File: src/hw/rtl/lrupr_pkg.sv
// Shared constants, types and state codes for the LRU page replacement block.
// Used by both RTL modules and both bench modules; depends on nothing.
package lrupr_pkg;

   localparam int FRAME_COUNT      = 16;
   localparam int PAGE_BITS        = 16;
   localparam int IDX_BITS         = (FRAME_COUNT > 1) ? $clog2(FRAME_COUNT) : 1;
   localparam int CNT_BITS         = $clog2(FRAME_COUNT + 1);
   localparam int LIMIT_BITS       = 5;
   localparam int LIMIT_RESET      = 16;
   localparam int CMP_BITS         = (CNT_BITS > LIMIT_BITS) ? CNT_BITS : LIMIT_BITS;
   localparam int FAULT_BITS       = 16;
   localparam int PAGE_FIELD_BITS  = 16;
   localparam int REQ_DATA_BITS    = ((PAGE_FIELD_BITS + 7) / 8) * 8;
   localparam int RSP_FIELD_BITS   = 2 + PAGE_FIELD_BITS + FAULT_BITS;
   localparam int RSP_DATA_BITS    = ((RSP_FIELD_BITS + 7) / 8) * 8;
   localparam int RSP_PAD_BITS     = RSP_DATA_BITS - RSP_FIELD_BITS;

   typedef logic [PAGE_BITS-1:0]  page_type;
   typedef logic [IDX_BITS-1:0]   idx_type;
   typedef logic [CNT_BITS-1:0]   cnt_type;
   typedef logic [FAULT_BITS-1:0] fault_type;

   typedef enum logic [1:0] {
      ST_IDLE,
      ST_SCAN,
      ST_UPDATE
   } state_type;

   // one frame as seen by the scan unit in one cycle
   typedef struct packed {
      logic     valid;
      page_type page;
      idx_type  rank;
      idx_type  idx;
   } scan_entry_type;

   // accumulated outcome of a full pass over the frames
   typedef struct packed {
      logic     found;
      idx_type  found_idx;
      idx_type  found_rank;
      cnt_type  count;
      logic     oldest_any;
      idx_type  oldest_idx;
      idx_type  oldest_rank;
      page_type oldest_page;
      logic     free_any;
      idx_type  free_idx;
   } scan_result_type;

   // result word, last field in the lowest bits
   typedef struct packed {
      logic [RSP_PAD_BITS-1:0]    pad;
      logic [FAULT_BITS-1:0]      fault_count;
      logic [PAGE_FIELD_BITS-1:0] victim_page;
      logic                       victim_valid;
      logic                       hit;
   } rsp_word_type;

endpackage

File: src/hw/rtl/lru_page_replacement.sv
// LRU page replacement top level: frame store, sequencer and result register.
// Depends on lrupr_pkg and lrupr_scan.
//
// Usage:
//  - req channel: one word per page reference. tdata[15:0] is the page
//    referenced, tuser is start_new (empty all frames and zero the fault
//    count first).
//  - rsp channel: one word per reference with hit, victim_valid, victim_page
//    and the fault count after this reference (saturates at 65535).
//  - csr port: csr_wr_en/csr_wr_data set frame_limit (0 acts as 1, values
//    above 16 act as 16). Write it only while the block is idle.
//  - Sequence: from acceptance the block scans the frames, one per cycle,
//    through the shared compare unit looking for a match, the LRU frame
//    and the first free frame, then updates ranks and the frame store
//    together with the result register. req_tready is high only while
//    idle, so a new word is taken only once the last one has finished.
//  - Stall: the result sits in an output register; the next reference is
//    accepted and scanned while it waits, and only the update step holds
//    until rsp_tready frees the register.
//  - Reset (synchronous): all frames empty, fault count zero, frame_limit 16,
//    no result pending.
module lru_page_replacement (
   input  logic                                clock,
   input  logic                                reset,
   // input words
   input  logic                                req_tvalid,
   output logic                                req_tready,
   input  logic [lrupr_pkg::REQ_DATA_BITS-1:0] req_tdata,   // [15:0] page
   input  logic                                req_tuser,   // [0] start_new
   // result words
   output logic                                rsp_tvalid,
   input  logic                                rsp_tready,
   // [0] hit, [1] victim_valid, [17:2] victim_page, [33:18] fault_count, rest 0
   output logic [lrupr_pkg::RSP_DATA_BITS-1:0] rsp_tdata,
   // frame_limit register
   input  logic                                csr_wr_en,
   input  logic [lrupr_pkg::LIMIT_BITS-1:0]    csr_wr_data
);
   import lrupr_pkg::*;

   state_type                 state_ff, state_in;
   idx_type                   scan_idx_ff, scan_idx_in;
   logic [LIMIT_BITS-1:0]     limit_ff, limit_in;
   logic [FRAME_COUNT-1:0]    valid_ff, valid_in;
   page_type                  page_ff [FRAME_COUNT];
   page_type                  page_in [FRAME_COUNT];
   idx_type                   rank_ff [FRAME_COUNT];
   idx_type                   rank_in [FRAME_COUNT];
   page_type                  key_ff, key_in;
   fault_type                 faults_ff, faults_in;
   logic                      rsp_valid_ff, rsp_valid_in;
   rsp_word_type              rsp_data_ff, rsp_data_in;

   logic                      req_accept;
   logic                      upd_go;
   logic                      scan_last;
   logic                      evict;
   idx_type                   slot;
   logic [CMP_BITS-1:0]       lim_eff;
   fault_type                 faults_new;
   logic                      frame_keep;
   scan_entry_type            entry;
   scan_result_type           res;

   assign req_tready = (state_ff == ST_IDLE);
   assign req_accept = req_tvalid && req_tready;
   assign scan_last  = (scan_idx_ff == IDX_BITS'(FRAME_COUNT - 1));
   assign upd_go     = (state_ff == ST_UPDATE) && (!rsp_valid_ff || rsp_tready);

   // one frame a cycle into the compare unit
   assign entry.valid = valid_ff[scan_idx_ff];
   assign entry.page  = page_ff[scan_idx_ff];
   assign entry.rank  = rank_ff[scan_idx_ff];
   assign entry.idx   = scan_idx_ff;

   lrupr_scan u_scan (
      .clock      (clock),
      .reset      (reset),
      .scan_clear (req_accept),
      .scan_step  (state_ff == ST_SCAN),
      .key        (key_ff),
      .entry      (entry),
      .result     (res)
   );

   // sequencer
   always_comb begin
      state_in    = state_ff;
      scan_idx_in = scan_idx_ff;
      unique case (state_ff)
         ST_IDLE: begin
            if (req_accept) begin
               state_in    = ST_SCAN;
               scan_idx_in = '0;
            end
         end
         ST_SCAN: begin
            scan_idx_in = scan_idx_ff + 1'b1;
            if (scan_last) begin
               state_in = ST_UPDATE;
            end
         end
         ST_UPDATE: begin
            if (upd_go) begin
               state_in = ST_IDLE;
            end
         end
         default: begin
            state_in = ST_IDLE;
         end
      endcase
   end

   // replacement decision from the finished scan
   always_comb begin
      if (limit_ff == '0) begin
         lim_eff = CMP_BITS'(1);
      end else if (CMP_BITS'(limit_ff) > CMP_BITS'(FRAME_COUNT)) begin
         lim_eff = CMP_BITS'(FRAME_COUNT);
      end else begin
         lim_eff = CMP_BITS'(limit_ff);
      end
      evict = !res.found && res.oldest_any && (CMP_BITS'(res.count) >= lim_eff);
      // lowest free frame, counting the one just vacated by the eviction
      if (evict && !(res.free_any && (res.free_idx < res.oldest_idx))) begin
         slot = res.oldest_idx;
      end else begin
         slot = res.free_idx;
      end
      if (!res.found && (faults_ff != '1)) begin
         faults_new = faults_ff + 1'b1;
      end else begin
         faults_new = faults_ff;
      end
   end

   // frame store, ranks and fault count
   always_comb begin
      valid_in   = valid_ff;
      page_in    = page_ff;
      rank_in    = rank_ff;
      key_in     = key_ff;
      faults_in  = faults_ff;
      limit_in   = limit_ff;
      frame_keep = 1'b0;
      if (csr_wr_en) begin
         limit_in = csr_wr_data;
      end
      if (req_accept) begin
         key_in = page_type'(req_tdata[PAGE_FIELD_BITS-1:0]);
         if (req_tuser) begin
            valid_in  = '0;
            faults_in = '0;
         end
      end
      if (upd_go) begin
         faults_in = faults_new;
         if (res.found) begin
            for (int i = 0; i < FRAME_COUNT; i++) begin
               if (valid_ff[i] && (rank_ff[i] < res.found_rank)) begin
                  rank_in[i] = rank_ff[i] + 1'b1;
               end
            end
            rank_in[res.found_idx] = '0;
         end else begin
            for (int i = 0; i < FRAME_COUNT; i++) begin
               frame_keep  = valid_ff[i] && !(evict && (IDX_BITS'(i) == res.oldest_idx));
               valid_in[i] = frame_keep;
               if (frame_keep) begin
                  rank_in[i] = rank_ff[i] + 1'b1;
               end
            end
            valid_in[slot] = 1'b1;
            page_in[slot]  = key_ff;
            rank_in[slot]  = '0;
         end
      end
   end

   // result register
   always_comb begin
      rsp_valid_in = rsp_valid_ff;
      rsp_data_in  = rsp_data_ff;
      if (rsp_valid_ff && rsp_tready) begin
         rsp_valid_in = 1'b0;
      end
      if (upd_go) begin
         rsp_valid_in             = 1'b1;
         rsp_data_in.pad          = '0;
         rsp_data_in.hit          = res.found;
         rsp_data_in.victim_valid = evict;
         rsp_data_in.victim_page  = evict ? PAGE_FIELD_BITS'(res.oldest_page) : '0;
         rsp_data_in.fault_count  = faults_new;
      end
   end

   always_ff @(posedge clock) begin
      if (reset) begin
         state_ff     <= ST_IDLE;
         scan_idx_ff  <= '0;
         limit_ff     <= LIMIT_BITS'(LIMIT_RESET);
         valid_ff     <= '0;
         faults_ff    <= '0;
         rsp_valid_ff <= 1'b0;
      end else begin
         state_ff     <= state_in;
         scan_idx_ff  <= scan_idx_in;
         limit_ff     <= limit_in;
         valid_ff     <= valid_in;
         faults_ff    <= faults_in;
         rsp_valid_ff <= rsp_valid_in;
      end
   end

   // payload: no reset
   always_ff @(posedge clock) begin
      page_ff     <= page_in;
      rank_ff     <= rank_in;
      key_ff      <= key_in;
      rsp_data_ff <= rsp_data_in;
   end

   assign rsp_tvalid = rsp_valid_ff;
   assign rsp_tdata  = rsp_data_ff;

   // every accepted word starts a scan at frame zero
   a_scan_start: assert property (@(posedge clock) disable iff (reset)
      req_accept |=> (state_ff == ST_SCAN) && (scan_idx_ff == '0))
      else $error("scan did not start after accept");

   // a fault without eviction must have found a free frame
   a_free_on_fill: assert property (@(posedge clock) disable iff (reset)
      (upd_go && !res.found && !evict) |-> res.free_any)
      else $error("no free frame for a new page");

   // a hit never reports a victim
   a_hit_no_victim: assert property (@(posedge clock) disable iff (reset)
      (rsp_valid_ff && rsp_data_ff.hit) |-> !rsp_data_ff.victim_valid)
      else $error("hit carries a victim");

   // a fault leaves a nonzero fault count behind
   a_fault_counted: assert property (@(posedge clock) disable iff (reset)
      (upd_go && !res.found) |=> (faults_ff != '0) && rsp_valid_ff)
      else $error("fault not counted");

endmodule

File: src/hw/rtl/lrupr_scan.sv
// Shared compare unit: takes one frame per cycle and accumulates match,
// resident count, LRU frame and first free frame. Depends on lrupr_pkg.
module lrupr_scan (
   input  logic                        clock,
   input  logic                        reset,
   input  logic                        scan_clear,
   input  logic                        scan_step,
   input  lrupr_pkg::page_type         key,
   input  lrupr_pkg::scan_entry_type   entry,
   output lrupr_pkg::scan_result_type  result
);
   import lrupr_pkg::*;

   scan_result_type res_ff, res_in;

   always_comb begin
      res_in = res_ff;
      if (scan_clear) begin
         res_in = '0;
      end else if (scan_step) begin
         if (entry.valid) begin
            res_in.count = res_ff.count + 1'b1;
            if (entry.page == key) begin
               res_in.found      = 1'b1;
               res_in.found_idx  = entry.idx;
               res_in.found_rank = entry.rank;
            end
            // strict compare keeps the lowest frame on a tie
            if (!res_ff.oldest_any || (entry.rank > res_ff.oldest_rank)) begin
               res_in.oldest_any  = 1'b1;
               res_in.oldest_idx  = entry.idx;
               res_in.oldest_rank = entry.rank;
               res_in.oldest_page = entry.page;
            end
         end else if (!res_ff.free_any) begin
            res_in.free_any = 1'b1;
            res_in.free_idx = entry.idx;
         end
      end
   end

   always_ff @(posedge clock) begin
      if (reset) begin
         res_ff <= '0;
      end else begin
         res_ff <= res_in;
      end
   end

   assign result = res_ff;

   // count can only reach the number of frames scanned
   a_count_bound: assert property (@(posedge clock) disable iff (reset)
      res_ff.count <= CNT_BITS'(FRAME_COUNT))
      else $error("scan count exceeds frame count");

   // a match always comes from a resident frame, so count is nonzero
   a_found_count: assert property (@(posedge clock) disable iff (reset)
      res_ff.found |-> (res_ff.count != '0) && res_ff.oldest_any)
      else $error("match recorded without a resident frame");

   // the first free frame, once taken, is never replaced in the pass
   a_free_hold: assert property (@(posedge clock) disable iff (reset)
      (res_ff.free_any && !scan_clear) |=> res_ff.free_any &&
         (res_ff.free_idx == $past(res_ff.free_idx)))
      else $error("first free frame changed during scan");

endmodule

File: config.mk
export PLATFORM = sky130hd
export DESIGN_NAME = lru_page_replacement
export DESIGN_NICKNAME = d
export VERILOG_FILES = /design/src/hw/rtl/lrupr_pkg.sv /design/src/hw/rtl/lru_page_replacement.sv /design/src/hw/rtl/lrupr_scan.sv
export SDC_FILE = /design/constraint.sdc
export NUM_CORES = 1
export LEC_CHECK = 0
export ABC_AREA = 0
export BUFFER_PORTS_ARGS = -buffer_cell sky130_fd_sc_hd__buf_2
export CORE_UTILIZATION = 50
export CTS_CLUSTER_SIZE = 30
export DETAILED_ROUTE_END_ITERATION = 10
export PLACE_DENSITY = 0.76
export RECOVER_POWER = 50
export SKIP_LAST_GASP = 1
export SLEW_MARGIN = 20
export SYNTH_ARGS = -nofsm -noshare
export SYNTH_HDL_FRONTEND = slang
export SYNTH_SLANG_ARGS = --single-unit
export TNS_END_PERCENT = 20
File: constraint.sdc
create_clock -name clock -period 7.1 [get_ports clock]
set_input_delay 2.13 -clock clock [delete_from_list [all_inputs] [get_ports clock]]
set_output_delay 2.13 -clock clock [all_outputs]
set_load 0.02 [all_outputs]
==> flow_summary_export.csv, run 1 <==
group,metric,value,unit
layout,fin_nets,1946,
grt,grt_pass1_vias,15130,
status,violations,"max-capacitance violations, max-slew violations",
layout,syn_to_final_growth,10.26,%
logic_synthesis,synthArstFlopShare,0,%
grt,use_met2,39.39,%
clock_network,clk_path_buf_depth,3,
layout,final_common_cell,"edfxtp_1",
setup_path,crit_path_top_delay_cell,"clkbuf_1",
setup_path,worstSetupPathType,"primary input to register",
clock_network,cts_root_buf,"clkbuf_16",
floorplanning,die_x,215.3,um
clock_network,cts_buffers,47,
routing,vias,15940,
logic_synthesis,ys_seq_elements,458,
sta,fin_worst_skew,0.02901,ns
setup_path,cpPeakStageDelay,1.72,ns
place,post-place-ws,1.853,ns
layout,drive_above_1_share,13.11,%
sta,slew_viol_final,237,
floorplanning,rows,77,
clock_network,cts.repair.resized,0,
logic_synthesis,ys_seq_area_share,56.59,%
grt,met1_usage,34.86,%
place,postPlaceCellArea,23550,um2
setup_path,cp.buffers_inverters,4,
setup_path,cp-end-kind,"register",
clock_network,cts_tree,"yes",
logic_synthesis,yosys_warnings,0,
routing,routed_via_density,6.457,
routing,wl_per_cell,23.90,um
layout,layout_common_cells,"edfxtp_1 (370), a21oi_1 (159), nor2_1 (126), nand2_1 (87), dfxtp_1 (84)",
floorplanning,io_pins,69,
grt,antenna_found_initial,1,
logic_synthesis,dominantRegCellSynth,"edfxtp_1",
clock_network,clkTransAtPathRegs,0.06,ns
logic_synthesis,synth-edff-count,370,
setup_path,cp_max_fo,59,
layout,antenna_cells,0,
sta,setup_slack,1.518,ns
routing,routed_wirelength,59010,um
layout,instances_no_fill,2469,
layout,n_fill_cell,3543,
flow_run,maxCapViolations,6,
sta,max_freq,179.1,MHz
routing,first_iter_violations,1813,
sta,holdWs,0.4906,ns
place,hpwlAfterDp,39390,um
logic_synthesis,postSynthCellCount,1799,
sta,tns,0,ns
floorplanning,core_area,44510,um2
setup_path,crit_path_cell_trace,"buf_2, nand2b_1, nand2_1, inv_4, clkbuf_1, buf_4",
power,cellLeakagePower,8.212,nW
sta,hold_viol,0,
grt,grt_start_max_net_pins,70,
setup_path,start_kind,"primary input",
logic_synthesis,syn_avg_cell_area,12.64,um2
grt,grt_first_pass_wirelength,89150,um
place,portBuffers,62,
clock_network,cts_hold_buffers,0,
logic_synthesis,ys_types,74,
sta,setup_viol,0,
grt,busiest_layer,"met2",
grt,grt-ovfl-total,0,
setup_path,path_delay_family,"buffers and inverters",
hold_path,hp-class,"register to register",
grt,track_usage,25.25,%
power,power-per-cell-area,228.6,nW/um2
sta,period_share,78.62,%
grt,grt_util_met3,5.053,%
clock_network,postCtsSetupBuffers,0,
status,status,"finished with violations",
setup_path,cp.arrival,5.78,ns
clock_network,clk_latency,0.60,ns
power,ir_worst_vdd,0.2020,mV
clock_network,h-tree-depth,2,
floorplanning,dieArea,46350,um2
sta,slew_headroom,-107.5,%
place,post-place-cells,2382,
sta,period_needed,5.582,ns
floorplanning,die_h,215.3,um
layout,stdcell_area,25080,um2
setup_path,cp.required,7.30,ns
routing,post-route-drc-count,0,
sta,rsz0062_at_grt,"false",
routing,drtAntennaViolNets,0,
sta,tightest_slew,3.113,ns
floorplanning,start_util,51.11,%
clock_network,numClockSinks,458,
logic_synthesis,synth_area,22750,um2
place,place_congestion,0.9048,
routing,first_pass_iters,7,
[synth_stat cells, drive strengths merged, types with 18 or more instances]
cell type	n	area, um2
edfxtp	370	11110
nor3	18	90.09
mux2	24	270.3
buf	48	307.8
nand3	40	200.2
ha	79	988.5
dfxtp	88	1762
a21oi	159	795.8
o21ai	62	310.3
nand2b	65	406.6
nor2b	23	143.9
mux4	76	1712
and2	21	131.4
a21o	35	262.8
o22ai	27	168.9
clkbuf	48	181.4
inv	46	172.7
and3	19	118.9
mux2i	76	760.7
nor2	141	529.3
nand2	88	330.3
[worst paths after layout]
kind	start	end	slack, ns	cells past startpoint
hold / removal	u_scan.result[36]$_SDFFE_PP0P_	u_scan.result[36]$_SDFFE_PP0P_	0.49	2
hold reg to reg	u_scan.result[36]$_SDFFE_PP0P_	u_scan.result[36]$_SDFFE_PP0P_	0.49	2
setup reg to reg	u_scan.result[43]$_SDFFE_PP0P_	rank_ff[7]$_DFFE_PP_	2.24	6
setup / recovery	rsp_tready	rank_ff[8]$_DFFE_PP_	1.52	6
[state kept, by name, summed over array words and instances (netlist names)]
register,cells
scan_idx_ff,4
page_ff,256
limit_ff,5
valid_ff,16
rank_ff,64
faults_ff,16
key_ff,16
state_ff,2
u_scan.result,44
rsp_tvalid,1
rsp_tdata,34
[layout make-up]
| type | instances | area, um2 | area share [%] |
|---|---|---|---|
| sequential | 458 | 12880 | 51.37 |
| multi-input combinational | 1201 | 9266 | 36.94 |
| clock buffer | 58 | 1239 | 4.939 |
| tap | 592 | 740.7 | 2.953 |
| timing repair buffer | 83 | 401.6 | 1.601 |
| clock inverter | 28 | 362.8 | 1.447 |
| inverter | 49 | 186.4 | 0.7433 |
[per-stage QoR]
step,power [W],util (%)
after floorplan,0.003113,-
after global placement,0.003179,52.90
after detailed placement,0.003185,52.90
after CTS,0.005743,56.50
after global routing,0.005860,56.35
final,0.005733,56.35
[worst min-delay path, stage by stage, from the launching register on]
cell,delay [ns]
dfxtp_1,0.31
o21ai_0,0.07
a21oi_1,0.06
[per-layer routing]
metal / vias up / wire [um] / share of wire, %
met1: 7831 / 23860 / 40
li1: 7025 / - / -
met3: 152 / 6095 / 10
met5: - / 13 / 0.022
met2: 933 / 27000 / 46
met4: 2 / 2034 / 3.4
[cells by family (layout without fill, tap and decap cells)]
| kind of cell | after synthesis | in the layout | share of synthesized area, % |
|---|---|---|---|
| other | 1 | 6 | 0.01648 |
| muxes | 176 | 176 | 12.06 |
| xor gates and xnor gates | 29 | 29 | 1.117 |
| AOI/OAI and AO/OA | 443 | 443 | 12.77 |
| buffers and inverters | 145 | 218 | 2.959 |
| adders and majority gates | 79 | 79 | 4.345 |
| DFF | 458 | 458 | 56.59 |
| and+or+nand+nor | 468 | 468 | 10.15 |
[power breakdown]
group | switching (W) | internal, W
registers | 0.0000348 | 0.00290
clock network | 0.00107 | 0.00154
logic | 0.000122 | 0.0000733
No activity file was read; power rests on OpenSTA's default activity.
==> inputs of run 2 (changes only) <==
--- a/config.mk
+++ b/config.mk
@@ -10,7 +10,7 @@
 export CORE_UTILIZATION = 50
 export CTS_CLUSTER_SIZE = 30
 export DETAILED_ROUTE_END_ITERATION = 10
-export PLACE_DENSITY = 0.76
+export PLACE_DENSITY = 0.79
 export RECOVER_POWER = 50
 export SKIP_LAST_GASP = 1
 export SLEW_MARGIN = 20
==> constraint.sdc (replaced) <==
create_clock -name clock -period 4.5 [get_ports clock]
set_input_delay 1.35 -clock clock [delete_from_list [all_inputs] [get_ports clock]]
set_output_delay 1.35 -clock clock [all_outputs]
set_load 0.02 [all_outputs]
==> run 2 against run 1 <==
- sequential share of layout area fell by 0.37 points
- largest cell class unchanged
- cell count rose by 0.81%
- critical path type unchanged
- core utilization rose by 0.42 points
- highest routed layer is now met4
- the flow still finishes with violations (max-capacitance violations, max-slew violations)
==> flow_summary_export.csv, run 2 (synthesized netlist as in run 1, its figures left out) <==
group,metric,value,unit
status,status,"finished with violations",
status,violations,"max-capacitance violations, max-slew violations",
place,postPlaceCellArea,23750,um2
clock_network,clk_path_buf_depth,3,
power,intPower,0.007042,W
layout,regMostFlops,"page_ff",
clock_network,cts_tree,"yes",
power,cellLeakagePower,8.408,nW
clock_network,cts_root_buf,"clkbuf_16",
hold_path,hold_depth,2,
setup_path,r2r-end,"rank_ff[39]$_DFFE_PP_",
grt,antenna_found_initial,0,
layout,drive_above_1_share,15.34,%
routing,routed_wirelength,60050,um
floorplanning,start_util,51.11,%
setup_path,start_kind,"primary input",
routing,post-route-drc-count,0,
sta,period_share,88.09,%
sta,hold_viol,0,
routing,routed_via_density,6.485,
clock_network,clkTransAtPathRegs,0.06,ns
routing,drtAntennaViolNets,0,
place,place_congestion,0.9860,
flow_run,maxCapViolations,4,
hold_path,hp-class,"register to register",
layout,final_common_cell,"edfxtp_1",
hold_path,worstHoldEndpoint,"u_scan.result[36]$_SDFFE_PP0P_",
layout,syn_to_final_growth,11.08,%
setup_path,rr_worst_depth,14,
floorplanning,die_h,215.3,um
sta,tns,0,ns
grt,grt_first_pass_wirelength,91400,um
floorplanning,dieArea,46350,um2
routing,first_iter_violations,2120,
power,p_comb_share,3.2,%
layout,n_fill_cell,3495,
place,post-place-cells,2404,
routing,vias,16140,
grt,track_usage,25.74,%
clock_network,postCtsSetupBuffers,0,
power,swShare,21.29,%
hold_path,min-delay-start,"u_scan.result[36]$_SDFFE_PP0P_",
floorplanning,io_pins,69,
grt,grt_start_max_net_pins,106,
clock_network,h-tree-depth,2,
sta,holdWs,0.4854,ns
sta,setup_viol,0,
sta,slew_viol_final,180,
sta,period_needed,3.964,ns
clock_network,cts.repair.resized,0,
setup_path,worstSetupPathType,"primary input to register",
setup_path,worst-r2r-setup-slack,0.85,ns
layout,fin_nets,1967,
place,portBuffers,62,
place,hpwlAfterDp,37970,um
layout,largest_reg_flops,256,
power,ir_worst_vdd,0.2815,mV
layout,layout_common_cells,"edfxtp_1 (370), a21oi_1 (158), nor2_1 (126), nand2_1 (88), dfxtp_1 (83)",
grt,grt-ovfl-total,0,
floorplanning,rows,77,
routing,first_pass_iters,8,
sta,slew_headroom,-86.04,%
sta,fin_worst_skew,0.02652,ns
setup_path,cp_max_fo,105,
setup_path,timing.rr.start,"limit_ff[1]$_SDFFE_PP0P_",
routing,wl_per_cell,24.12,um
sta,rsz0062_at_grt,"false",
power,pwr-share-seq,51.8,%
power,clock_power_share,45.0,%
floorplanning,core_area,44510,um2
setup_path,cp.required,4.87,ns
power,power-per-cell-area,354.1,nW/um2
clock_network,numClockSinks,458,
setup_path,cp-end-kind,"register",
clock_network,clk_latency,0.60,ns
clock_network,cts_buffers,47,
layout,instances_no_fill,2489,
setup_path,cp.arrival,4.33,ns
grt,grt_pass1_vias,15610,
layout,antenna_cells,0,
clock_network,cts_hold_buffers,0,
sta,tightest_slew,2.791,ns
power,power.switching,0.001904,W
sta,max_freq,252.3,MHz
layout,stdcell_area,25270,um2
floorplanning,die_x,215.3,um
run 2: metal layers:
layer	vias up	global-route usage, %	part of all wire (%)
met5	-	0	0
met4	0	11.80	4.7
met3	219	4.728	9.8
met2	978	41.38	47
met1	7879	33.97	39
li1	7064	-	-
run 2: through the flow:
stage          total power (W)  worst slack [ns]  util (%)
4_1_cts               0.008986            0.8474     56.89
3_3_place_gp          0.004995             1.014     53.36
3_5_place_dp          0.005003            0.9665     53.36
6_report              0.008946            0.5360     56.77
2_1_floorplan         0.004912            0.2309         -
5_1_grt               0.009154            0.3037     56.77
run 2: power by group through the flow:
stage / Sequential (W) / Combinational (W) / Clock [W]
2_1_floorplan: 0.00469 / 0.000218 / 0
3_3_place_gp: 0.00472 / 0.000274 / 0
3_5_place_dp: 0.00473 / 0.000278 / 0
4_1_cts: 0.00464 / 0.000282 / 0.00407
5_1_grt: 0.00464 / 0.000302 / 0.00421
6_report: 0.00464 / 0.000283 / 0.00403
run 2: area by class of cell:
class                           instances  area, um2  share of cell area, %
Clock inverter                         22      294.0                  1.164
Clock buffer                           63       1277                  5.056
Sequential cell                       458      12890                  51.00
Timing Repair Buffer                  104      616.8                  2.441
Multi-Input combinational cell       1201       9268                  36.68
Tap cell                              592      740.7                  2.931
Inverter                               49      185.2                 0.7329
run 2: critical path, cell delays in order:
cell        delay, ns
buf_2            0.10
nand2b_1         0.12
nand2_1          0.13
clkinvlp_2       0.13
clkbuf_2         1.98
a21oi_1          0.15
o21ai_0          0.28
a21oi_1          0.08
run 2: worst max path at each step:
stage	startpoint	to	slack, ns	cells past startpoint
2_1_floorplan	rsp_tready	page_ff[0]$_DFFE_PP_	0.23	6
3_3_place_gp	scan_idx_ff[0]$_SDFFE_PP0P_	u_scan.result[19]$_SDFFE_PP0P_	1.01	11
3_5_place_dp	limit_ff[1]$_SDFFE_PP0P_	rank_ff[19]$_DFFE_PP_	0.97	14
4_1_cts	scan_idx_ff[1]$_SDFFE_PP0P_	u_scan.result[37]$_SDFFE_PP0P_	0.85	9
5_1_grt	rsp_tready	faults_ff[11]$_SDFFE_PP0P_	0.30	8
6_report	rsp_tready	faults_ff[15]$_SDFFE_PP0P_	0.54	8
